==> src/rtl/core/ccc_pkg.sv <==
// ccc_pkg: shared types, limits and the month length table for the calendar clock
// used by ccc_tick_if, ccc_advance and calendar_clock_counter
package ccc_pkg;

  typedef enum logic {
    OP_TICK = 1'b0,
    OP_SET  = 1'b1
  } op_t;

  typedef struct packed {
    logic [9:0]  msec;
    logic [5:0]  sec;
    logic [5:0]  min;
    logic [4:0]  hour;
    logic [4:0]  day;
    logic [3:0]  month;
    logic [13:0] year;
    logic [2:0]  weekday;
  } time_t;

  typedef struct packed {
    time_t      tm;
    logic [6:0] changed;
  } result_t;

  localparam logic [5:0]  SEC_LAST    = 6'd59;
  localparam logic [5:0]  MIN_LAST    = 6'd59;
  localparam logic [4:0]  HOUR_LAST   = 5'd23;
  localparam logic [3:0]  MONTH_LAST  = 4'd12;
  localparam logic [13:0] YEAR_LAST   = 14'd9999;
  localparam logic [2:0]  WDAY_LAST   = 3'd6;
  localparam logic [4:0]  DAY_FIRST   = 5'd1;
  localparam logic [3:0]  MONTH_FIRST = 4'd1;
  localparam logic [3:0]  MONTH_FEB   = 4'd2;
  localparam logic [4:0]  DAYS_LONG   = 5'd31;

  localparam logic [4:0] MONTH_LEN [12] = '{
    5'd31, 5'd28, 5'd31, 5'd30, 5'd31, 5'd30,
    5'd31, 5'd31, 5'd30, 5'd31, 5'd30, 5'd31
  };

  // last day of the month; leap when year divisible by 4, bad month acts as 31 days
  function automatic logic [4:0] days_in(input logic [13:0] year, input logic [3:0] month);
    logic [4:0] n;
    n = DAYS_LONG;
    if (month >= MONTH_FIRST && month <= MONTH_LAST) begin
      n = MONTH_LEN[month - MONTH_FIRST];
      if (month == MONTH_FEB && year[1:0] == 2'b00) begin
        n = n + 5'd1;
      end
    end
    return n;
  endfunction

endpackage

==> src/rtl/core/ccc_tick_if.sv <==
// ccc_tick_if: input channel of the calendar clock, tick or load command word
// depends on ccc_pkg for the opcode type
interface ccc_tick_if;
  logic            valid;
  logic            ready;
  ccc_pkg::op_t    opcode;
  logic [9:0]      set_msec;
  logic [5:0]      set_sec;
  logic [5:0]      set_min;
  logic [4:0]      set_hour;
  logic [4:0]      set_day;
  logic [3:0]      set_month;
  logic [13:0]     set_year;
  logic [2:0]      set_weekday;

  modport source (
    output valid, opcode, set_msec, set_sec, set_min, set_hour, set_day, set_month,
           set_year, set_weekday,
    input  ready
  );
  modport sink (
    input  valid, opcode, set_msec, set_sec, set_min, set_hour, set_day, set_month,
           set_year, set_weekday,
    output ready
  );
endinterface

==> src/rtl/core/ccc_time_if.sv <==
// ccc_time_if: output channel of the calendar clock, current time and change mask
// no dependencies
interface ccc_time_if;
  logic        valid;
  logic        ready;
  logic [9:0]  out_msec;
  logic [5:0]  out_sec;
  logic [5:0]  out_min;
  logic [4:0]  out_hour;
  logic [4:0]  out_day;
  logic [3:0]  out_month;
  logic [13:0] out_year;
  logic [2:0]  out_weekday;
  logic [6:0]  changed_units;

  modport source (
    output valid, out_msec, out_sec, out_min, out_hour, out_day, out_month, out_year,
           out_weekday, changed_units,
    input  ready
  );
  modport sink (
    input  valid, out_msec, out_sec, out_min, out_hour, out_day, out_month, out_year,
           out_weekday, changed_units,
    output ready
  );
endinterface

==> src/rtl/core/ccc_advance.sv <==
// ccc_advance: next calendar state for one command word, carry cascade or load
// depends on ccc_pkg
module ccc_advance #(
  parameter int TICKS_PER_SECOND = 1000
) (
  input  ccc_pkg::op_t  op,
  input  ccc_pkg::time_t cur,
  input  ccc_pkg::time_t load,
  output ccc_pkg::time_t nxt,
  output logic [6:0]    changed
);

  localparam logic [9:0] MSEC_LAST = 10'(TICKS_PER_SECOND - 1);

  logic       wrap_msec, wrap_sec, wrap_min, wrap_hour, wrap_day, wrap_month;
  logic [4:0] day_last;
  ccc_pkg::time_t tk;

  always_comb begin
    day_last   = ccc_pkg::days_in(cur.year, cur.month);
    wrap_msec  = cur.msec >= MSEC_LAST;
    wrap_sec   = wrap_msec && cur.sec >= ccc_pkg::SEC_LAST;
    wrap_min   = wrap_sec && cur.min >= ccc_pkg::MIN_LAST;
    wrap_hour  = wrap_min && cur.hour >= ccc_pkg::HOUR_LAST;
    wrap_day   = wrap_hour && cur.day >= day_last;
    wrap_month = wrap_day && cur.month >= ccc_pkg::MONTH_LAST;

    tk = cur;
    tk.msec = wrap_msec ? 10'd0 : cur.msec + 10'd1;
    if (wrap_msec) begin
      tk.sec = wrap_sec ? 6'd0 : cur.sec + 6'd1;
    end
    if (wrap_sec) begin
      tk.min = wrap_min ? 6'd0 : cur.min + 6'd1;
    end
    if (wrap_min) begin
      tk.hour = wrap_hour ? 5'd0 : cur.hour + 5'd1;
    end
    if (wrap_hour) begin
      // weekday follows the day rollover
      tk.weekday = (cur.weekday >= ccc_pkg::WDAY_LAST) ? 3'd0 : cur.weekday + 3'd1;
      tk.day     = wrap_day ? ccc_pkg::DAY_FIRST : cur.day + 5'd1;
    end
    if (wrap_day) begin
      tk.month = wrap_month ? ccc_pkg::MONTH_FIRST : cur.month + 4'd1;
    end
    if (wrap_month) begin
      tk.year = (cur.year >= ccc_pkg::YEAR_LAST) ? 14'd0 : cur.year + 14'd1;
    end

    if (op == ccc_pkg::OP_SET) begin
      nxt     = load;
      changed = 7'd0;
    end else begin
      nxt     = tk;
      changed = {wrap_month, wrap_day, wrap_hour, wrap_min, wrap_sec, wrap_msec, 1'b1};
    end
  end

endmodule

==> src/rtl/core/calendar_clock_counter.sv <==
// calendar_clock_counter: millisecond clock and calendar, one result word per command word
// result: an accepted command's result is registered in the result register, or in the skid entry while rsp stalls
// throughput: one command per cycle while the skid entry is empty; a two-entry output stage (result register plus skid)
//   keeps taking commands while one result waits on a stalled rsp
// reset (rst, synchronous): time returns to 00:00:00.000, day 1 month 1 year 0, weekday 0;
//   both output entries are emptied
module calendar_clock_counter #(
  parameter int TICKS_PER_SECOND = 1000
) (
  input  logic              clk,
  input  logic              rst,
  ccc_tick_if.sink          req,
  ccc_time_if.source        rsp
);

  // calendar state, updated on every accepted command
  ccc_pkg::time_t  cur;
  ccc_pkg::time_t  cur_next;
  ccc_pkg::time_t  load;
  logic [6:0]      changed;
  logic            acc;

  // output stage: result register and skid entry behind it
  ccc_pkg::result_t res;
  logic             res_valid;
  ccc_pkg::result_t skid;
  logic             skid_valid;

  // only a full skid entry blocks new commands
  assign req.ready = !skid_valid;
  assign acc       = req.valid && req.ready;

  // load word gathered from the command fields
  always_comb begin
    load.msec    = req.set_msec;
    load.sec     = req.set_sec;
    load.min     = req.set_min;
    load.hour    = req.set_hour;
    load.day     = req.set_day;
    load.month   = req.set_month;
    load.year    = req.set_year;
    load.weekday = req.set_weekday;
  end

  // carry cascade: msec -> sec -> min -> hour -> day/weekday -> month -> year
  ccc_advance #(
    .TICKS_PER_SECOND (TICKS_PER_SECOND)
  ) u_advance (
    .op      (req.opcode),
    .cur     (cur),
    .load    (load),
    .nxt     (cur_next),
    .changed (changed)
  );

  always_ff @(posedge clk) begin
    if (rst) begin
      cur.msec    <= 10'd0;
      cur.sec     <= 6'd0;
      cur.min     <= 6'd0;
      cur.hour    <= 5'd0;
      cur.day     <= ccc_pkg::DAY_FIRST;
      cur.month   <= ccc_pkg::MONTH_FIRST;
      cur.year    <= 14'd0;
      cur.weekday <= 3'd0;
    end else if (acc) begin
      cur <= cur_next;
    end
  end

  always_ff @(posedge clk) begin
    if (rst) begin
      res_valid  <= 1'b0;
      skid_valid <= 1'b0;
    end else if (!res_valid || rsp.ready) begin
      // result register free or draining this cycle
      if (skid_valid) begin
        // skid word moves up; no command is taken while skid is full
        res        <= skid;
        skid_valid <= 1'b0;
      end else begin
        res_valid <= acc;
        if (acc) begin
          res.tm      <= cur_next;
          res.changed <= changed;
        end
      end
    end else if (acc) begin
      // result register stalled, park the new word in the skid entry
      skid.tm      <= cur_next;
      skid.changed <= changed;
      skid_valid   <= 1'b1;
    end
  end

  assign rsp.valid         = res_valid;
  assign rsp.out_msec      = res.tm.msec;
  assign rsp.out_sec       = res.tm.sec;
  assign rsp.out_min       = res.tm.min;
  assign rsp.out_hour      = res.tm.hour;
  assign rsp.out_day       = res.tm.day;
  assign rsp.out_month     = res.tm.month;
  assign rsp.out_year      = res.tm.year;
  assign rsp.out_weekday   = res.tm.weekday;
  assign rsp.changed_units = res.changed;

`ifndef ASSERT_OFF
  // skid entry only fills behind a held result
  a_skid_behind_res: assert property (@(posedge clk) disable iff (rst)
    skid_valid |-> res_valid)
    else $error("skid entry valid while result register empty");

  // a command arriving on a stalled output lands in the skid entry
  a_stall_to_skid: assert property (@(posedge clk) disable iff (rst)
    (acc && res_valid && !rsp.ready) |=> skid_valid)
    else $error("command lost on stalled output");

  // carries only ripple upward: the change mask is a run of low ones
  a_mask_cascade: assert property (@(posedge clk) disable iff (rst)
    res_valid |-> ((res.changed & (res.changed + 7'd1)) == 7'd0))
    else $error("change mask skips a unit");

  // calendar state moves only on an accepted command
  a_state_hold: assert property (@(posedge clk) disable iff (rst)
    !acc |=> $stable(cur))
    else $error("calendar state changed without a command");
`endif

endmodule
==> src/flat_wrapper.sv <==
// flat-port wrapper written by rule: the top's interface ports become plain ports
module calendar_clock_counter_flat 
#(
  parameter int TICKS_PER_SECOND = 1000
)
  (clk, rst, req_valid, req_opcode, req_set_msec, req_set_sec, req_set_min, req_set_hour, req_set_day, req_set_month, req_set_year, req_set_weekday, req_ready, rsp_valid, rsp_out_msec, rsp_out_sec, rsp_out_min, rsp_out_hour, rsp_out_day, rsp_out_month, rsp_out_year, rsp_out_weekday, rsp_changed_units, rsp_ready);
  ccc_tick_if req_i ();
  ccc_time_if rsp_i ();
  input  logic clk;
  input  logic rst;
  input wire logic [$bits(req_i.valid)-1:0] req_valid;
  input wire logic [$bits(req_i.opcode)-1:0] req_opcode;
  input wire logic [$bits(req_i.set_msec)-1:0] req_set_msec;
  input wire logic [$bits(req_i.set_sec)-1:0] req_set_sec;
  input wire logic [$bits(req_i.set_min)-1:0] req_set_min;
  input wire logic [$bits(req_i.set_hour)-1:0] req_set_hour;
  input wire logic [$bits(req_i.set_day)-1:0] req_set_day;
  input wire logic [$bits(req_i.set_month)-1:0] req_set_month;
  input wire logic [$bits(req_i.set_year)-1:0] req_set_year;
  input wire logic [$bits(req_i.set_weekday)-1:0] req_set_weekday;
  output wire logic [$bits(req_i.ready)-1:0] req_ready;
  output wire logic [$bits(rsp_i.valid)-1:0] rsp_valid;
  output wire logic [$bits(rsp_i.out_msec)-1:0] rsp_out_msec;
  output wire logic [$bits(rsp_i.out_sec)-1:0] rsp_out_sec;
  output wire logic [$bits(rsp_i.out_min)-1:0] rsp_out_min;
  output wire logic [$bits(rsp_i.out_hour)-1:0] rsp_out_hour;
  output wire logic [$bits(rsp_i.out_day)-1:0] rsp_out_day;
  output wire logic [$bits(rsp_i.out_month)-1:0] rsp_out_month;
  output wire logic [$bits(rsp_i.out_year)-1:0] rsp_out_year;
  output wire logic [$bits(rsp_i.out_weekday)-1:0] rsp_out_weekday;
  output wire logic [$bits(rsp_i.changed_units)-1:0] rsp_changed_units;
  input wire logic [$bits(rsp_i.ready)-1:0] rsp_ready;
  assign req_i.valid = req_valid;
  assign req_i.opcode = req_opcode;
  assign req_i.set_msec = req_set_msec;
  assign req_i.set_sec = req_set_sec;
  assign req_i.set_min = req_set_min;
  assign req_i.set_hour = req_set_hour;
  assign req_i.set_day = req_set_day;
  assign req_i.set_month = req_set_month;
  assign req_i.set_year = req_set_year;
  assign req_i.set_weekday = req_set_weekday;
  assign req_ready = req_i.ready;
  assign rsp_valid = rsp_i.valid;
  assign rsp_out_msec = rsp_i.out_msec;
  assign rsp_out_sec = rsp_i.out_sec;
  assign rsp_out_min = rsp_i.out_min;
  assign rsp_out_hour = rsp_i.out_hour;
  assign rsp_out_day = rsp_i.out_day;
  assign rsp_out_month = rsp_i.out_month;
  assign rsp_out_year = rsp_i.out_year;
  assign rsp_out_weekday = rsp_i.out_weekday;
  assign rsp_changed_units = rsp_i.changed_units;
  assign rsp_i.ready = rsp_ready;
  calendar_clock_counter #(.TICKS_PER_SECOND(TICKS_PER_SECOND)) u_core (.clk(clk), .rst(rst), .req(req_i), .rsp(rsp_i));
endmodule
==> config.mk <==
export PLATFORM = sky130hd
export DESIGN_NAME = calendar_clock_counter_flat
export DESIGN_NICKNAME = d
export VERILOG_FILES = /design/src/rtl/core/ccc_pkg.sv /design/src/rtl/core/ccc_tick_if.sv /design/src/rtl/core/ccc_time_if.sv /design/src/rtl/core/ccc_advance.sv /design/src/rtl/core/calendar_clock_counter.sv /design/src/flat_wrapper.sv
export SDC_FILE = /design/constraint.sdc
export NUM_CORES = 1
export LEC_CHECK = 0
export ABC_AREA = 1
export BUFFER_PORTS_ARGS = -buffer_cell sky130_fd_sc_hd__buf_2
export CAP_MARGIN = 15
export CORE_UTILIZATION = 34
export CTS_CLUSTER_DIAMETER = 50
export DETAILED_ROUTE_END_ITERATION = 8
export PLACE_DENSITY = 0.6
export SLEW_MARGIN = 30
export SYNTH_ARGS = -nofsm -noshare
export SYNTH_HDL_FRONTEND = slang
export SYNTH_HIERARCHICAL = 1
export SYNTH_SLANG_ARGS = --single-unit
==> constraint.sdc <==
create_clock -name clk -period 13.2 [get_ports clk]
set_input_delay 1.32 -clock clk [delete_from_list [all_inputs] [get_ports clk]]
set_output_delay 1.32 -clock clk [all_outputs]
set_load 0.005 [all_outputs]
# == After elaboration in Yosys (flattened, before gate mapping) ==
# Memories as Yosys holds them, arrays and structs flattened.
# Index checks and enable logic that the tools add are counted.
# W data, S select, Z words.
# word_totals
regBits,175
romBits,80
inputBits,58
out_inout_bits,62
word_cells,95
memories,1
# memory_table
memory,depth,word_bits,rd,rd_ports_with_merged_regs,wr,line_no,rtl
(no name shown),16,5,1,0,0,ccc_pkg.sv:47,n = MONTH_LEN[month - MONTH_FIRST];
# classes
add_sub_neg,10
order_cmp,11
n_eq_ne,1
muxes,23
bitwise,4
n_reduce_logical,17
# ops
cell,count
$mux W60,2
$mux W53,1
$mux W5,8
$mux W14,2
$mux W6,4
$add A5 B1 Y5 const B,3
$add A14 B1 Y14 const B,1
$ge A14 B14 Y1 const B,1
$add A6 B1 Y6 const B,2
$ge A6 B6 Y1 const B,2
$add A10 B1 Y10 const B,1
$ge A10 B10 Y1 const B,1
$ge A5 B5 Y1 const B,2
$mux W10,1
$logic_and A1 B1 Y1,8
$mux W4,2
$mux W7,1
$mux W3,2
$reduce_and A3 Y1,2
$ge A5 B5 Y1,1
$not A4 Y5,1
$add A4 B1 Y4 const B,1
$eq A4 B2 Y1 const B,1
$ge A4 B1 Y1 const B,1
other kinds (12),15

# == Depth between registers and ports, before layout ==
# logic_depth
depth_word,16
mapped_depth,30
mapped_depth_nobuf,29

# == Hierarchy ==
# The synthesis kept the hierarchy.
# modules_own_cells
module,n_inst,cells_each,area_each_um2,seq_area_each_um2
calendar_clock_counter,1,616,6561.3,4704.5
ccc_advance,1,483,2461.1,0.0

# == Worst setup path before layout ==
# No wires, ideal clock.
# synth_path
path_kind,input -> register
startpoint,in req_valid
endpoint,reg u_core.res (netlist bit u_core/rsp.changed_units[0]) (enable)
setup_ns,0.552
t_arrival_ns,5.656
t_required_ns,12.648
slack_ns,6.991
cell_stages,3
n_path_buf,1
path_cell_list,buf_2 -> nor2_1 -> nor3_1
# synth_between
elab_chain_len,3
# synth_rtl
item,line_no,rtl
"start, declared",flat_wrapper.sv:11,input wire logic [$bits(req_i.valid)-1:0] req_valid;
$logic_and A1 B1 Y1,calendar_clock_counter.sv:31,assign acc = req.valid && req.ready;
$reduce_bool A2 Y1 (no line),-,
$reduce_and A3 Y1 (no line),-,
"end signal, assigned",calendar_clock_counter.sv:79,res <= skid;
"end, declared",calendar_clock_counter.sv:24,ccc_pkg::result_t res;
# Every way passes these cells.
# A chain may end at the register's enable or synchronous reset.

==> flow_summary.yaml <==
run_status:
  outcome: "complete, no violations"
global_routing:
  grt_max_degree: 70
  grt_antenna_before_repair: 0
  grt_first_pass_wirelength_mm: 36.5
  grt_pass1_vias: 7063
  grt_overflow: 0
  grt_util_all_layers_pct: 17.5
logic_synthesis:
  synth_flop_cell: "edfxtp_1"
  avgSynthCellArea_um2: 8.21
  synth_cells: 1099
  synth_top_area_share_pct: 39.9
  synth_edf_count: 120
  synth_commonest_cells: "339 x nand2_1, 155 x nor2_1, 120 x edfxtp_1"
  synth.distinct_cells: 40
  synthArstFlopShare_pct: 0
  synth-seq-area-share_pct: 52.1
  synth_most_common_cell: "nand2_1"
  ys_ff_latch: 175
  synthTopCellsByArea: "edfxtp_1 40%, nand2_1 14%, dfxtp_1 12%, nor2_1 6.4%, nand3_1 5.9%"
  synth_top_area_cell: "edfxtp_1"
  syn-num-nets: 1177
  syn_area_um2: 9020
  ys_warn_count: 6
sta:
  finalCritPeriodShare_pct: 29.8
  max_freq_mhz: 254
  finalCriticalPeriod_ns: 3.93
  worst_pin_slew_ns: 0.816
  hold_viol: 0
  rsz0062_at_grt: "no"
  drv_slew: 0
  worst_slack_ns: 9.27
  skew_ns: 0.0160
  max_slew_margin_pct: 45.3
  setup_viol: 0
  fin_setup_tns_ns: 0
clocking:
  cts_setup_buffers: 0
  tritoncts: "yes"
  worst_skew_pair.late_latency_ns: 0.44
  cts-root-buf: "clkbuf_16"
  cts_hold_buf: 0
  htree_levels: 4
  clk_path_buf_depth: 2
  cts_resized: 0
  clock-sinks: 175
  cts_buffers: 17
  clkTransAtPathRegs_ns: 0.07
die:
  dieWidth_um: 165
  ioPinCount: 120
  initial_utilization_pct: 34.6
  design.core.area_um2: 26100
  dieArea_um2: 27200
  rows: 59
  chipHeight_um: 165
route:
  wl_per_cell_um: 14.7
  viasPerCell: 4.78
  ant_nets: 0
  vias: 7378
  drt_iter0_drc: 468
  first_pass_iters: 5
  remaining_drc_errors: 0
  detail_route.wirelength_mm: 22.7
finish:
  fill_cells: 2692
  seqCellArea_um2: 4710
  multi_input_area_um2: 3650
  fin_util_pct: 40.0
  layout-drive-gt1-share_pct: 15.5
  area_growth_pct: 15.5
  layout.nets: 1274
worst_setup_path:
  max_stage_delay_ns: 0.46
  path_common_cell: "nand2_1"
  slowest_stage: "dfxtp_1"
  path_class: "register to register"
  r2r_cells: 26
  arrival_ns: 4.08
  startpoint_type: "register"
  cp-end-kind: "register"
  crit_path_max_fanout: 17
  required_ns: 13.35
placement:
  dp_hpwl_mm: 15.3
  port_buffers: 119
  post-place-ws_ns: 9.20
  place_congestion: 0.897
power:
  p_leak_nw: 4.54
  p_per_area_nw_per_um2: 123
  ir_worst_vdd_mv: 0.0734
worst_hold_path:
  hold_class: "register to register"
  worstHoldPathCells: 2
flow_run:
  maxCapViolations: 0
state kept, by name, summed over array words and instances (netlist names):
register                  cells
u_core/rsp.out_day            5
u_core/rsp.changed_units      7
u_core/rsp.out_msec          10
u_core/rsp.valid              1
u_core/cur                   53
u_core/rsp.out_month          4
u_core/skid_valid             1
u_core/rsp.out_weekday        3
u_core/skid                  60
u_core/rsp.out_hour           5
u_core/rsp.out_min            6
u_core/rsp.out_sec            6
u_core/rsp.out_year          14
kinds of logic (layout without fill, tap and decap cells):
| logic type | Yosys count | count (layout) | share of synthesized area, % |
|---|---|---|---|
| AND/OR/NAND/NOR | 635 | 635 | 29.8 |
| adder cells (fa/ha/maj) | 20 | 20 | 2.77 |
| XOR/XNOR | 15 | 15 | 1.46 |
| other | 0 | 1 | 0 |
| buffers and inverters | 156 | 266 | 7.50 |
| flip-flops | 175 | 175 | 52.1 |
| AO/OA/AOI/OAI | 98 | 98 | 6.28 |
critical path, delay by kind of cell, from the launching register on:
family	cells	cell delay (ns)
AND/OR/NAND/NOR	12	1.32
adder cells (fa/ha/maj)	3	0.69
buffers and inverters	6	0.58
flip-flops	1	0.46
AO/OA/AOI/OAI	4	0.36
XOR/XNOR	1	0.23
cell usage in the layout, fill, tap and decap left out, types with 2 or more instances in the layout:
master,n
o31ai_1,2
edfxtp_1,120
nor2_1,154
nand2_1,339
inv_2,6
nand4_4,2
nand3_1,106
a21oi_1,8
a31oi_1,2
a22o_1,4
inv_1,101
buf_4,6
or2_2,3
o21ai_0,66
a32o_1,2
xnor2_1,7
nor3_1,4
ha_1,20
inv_6,4
clkinv_4,5
nand4_1,11
clkbuf_16,17
buf_2,119
dfxtp_1,54
nor2_4,8
clkinvlp_4,2
inv_4,2
o211ai_1,5
nand2_2,2
o21bai_1,3
xor2_1,8
inv_8,2
per-layer routing:
metal,vias up,routed length [um],global-route usage [%]
met2,189,11300,31.0
met4,0,274,4.88
met3,21,970,3.21
met1,3391,10200,21.5
met5,-,0,0
li1,3777,-,-
cell type report:
type	count	share of cell area (%)
flip-flops and latches	175	45.2
multi-input cells	768	35.0
repair buffers	125	6.15
clock buffers	18	4.21
well taps	335	4.02
inverters	109	3.97
clock inverters	14	1.40
diodes	1	0.0240
metrics by stage:
stage / instances / power (mW) / instance area [um^2] / hold WS, ns
2_1_floorplan: 1099 / 0.743 / 9020 / 0.455
3_3_place_gp: 1512 / 0.790 / 9830 / 0.469
3_5_place_dp: 1512 / 0.793 / 9840 / 0.480
4_1_cts: 1544 / 1.30 / 10400 / 0.490
5_1_grt: 1544 / 1.34 / 10400 / 0.516
6_report: 1545 / 1.28 / 10400 / 0.493
report_power, final:
group | leakage, nW | internal, mW | switching, mW | total, mW
logic | 2.69 | 0.0513 | 0.0902 | 0.142
clock network | 0.282 | 0.272 | 0.233 | 0.505
registers | 1.57 | 0.617 | 0.0201 | 0.638
final timing paths:
path	slack [ns]	from	to
max	9.27	u_core/cur[17]	u_core/rsp.out_month[1]
min	0.49	u_core/cur[30]	u_core/cur[30]
max reg2reg	9.27	u_core/cur[17]	u_core/rsp.out_month[1]
min reg2reg	0.49	u_core/cur[30]	u_core/cur[30]
Note: power is estimated with default switching activity, not from simulation.
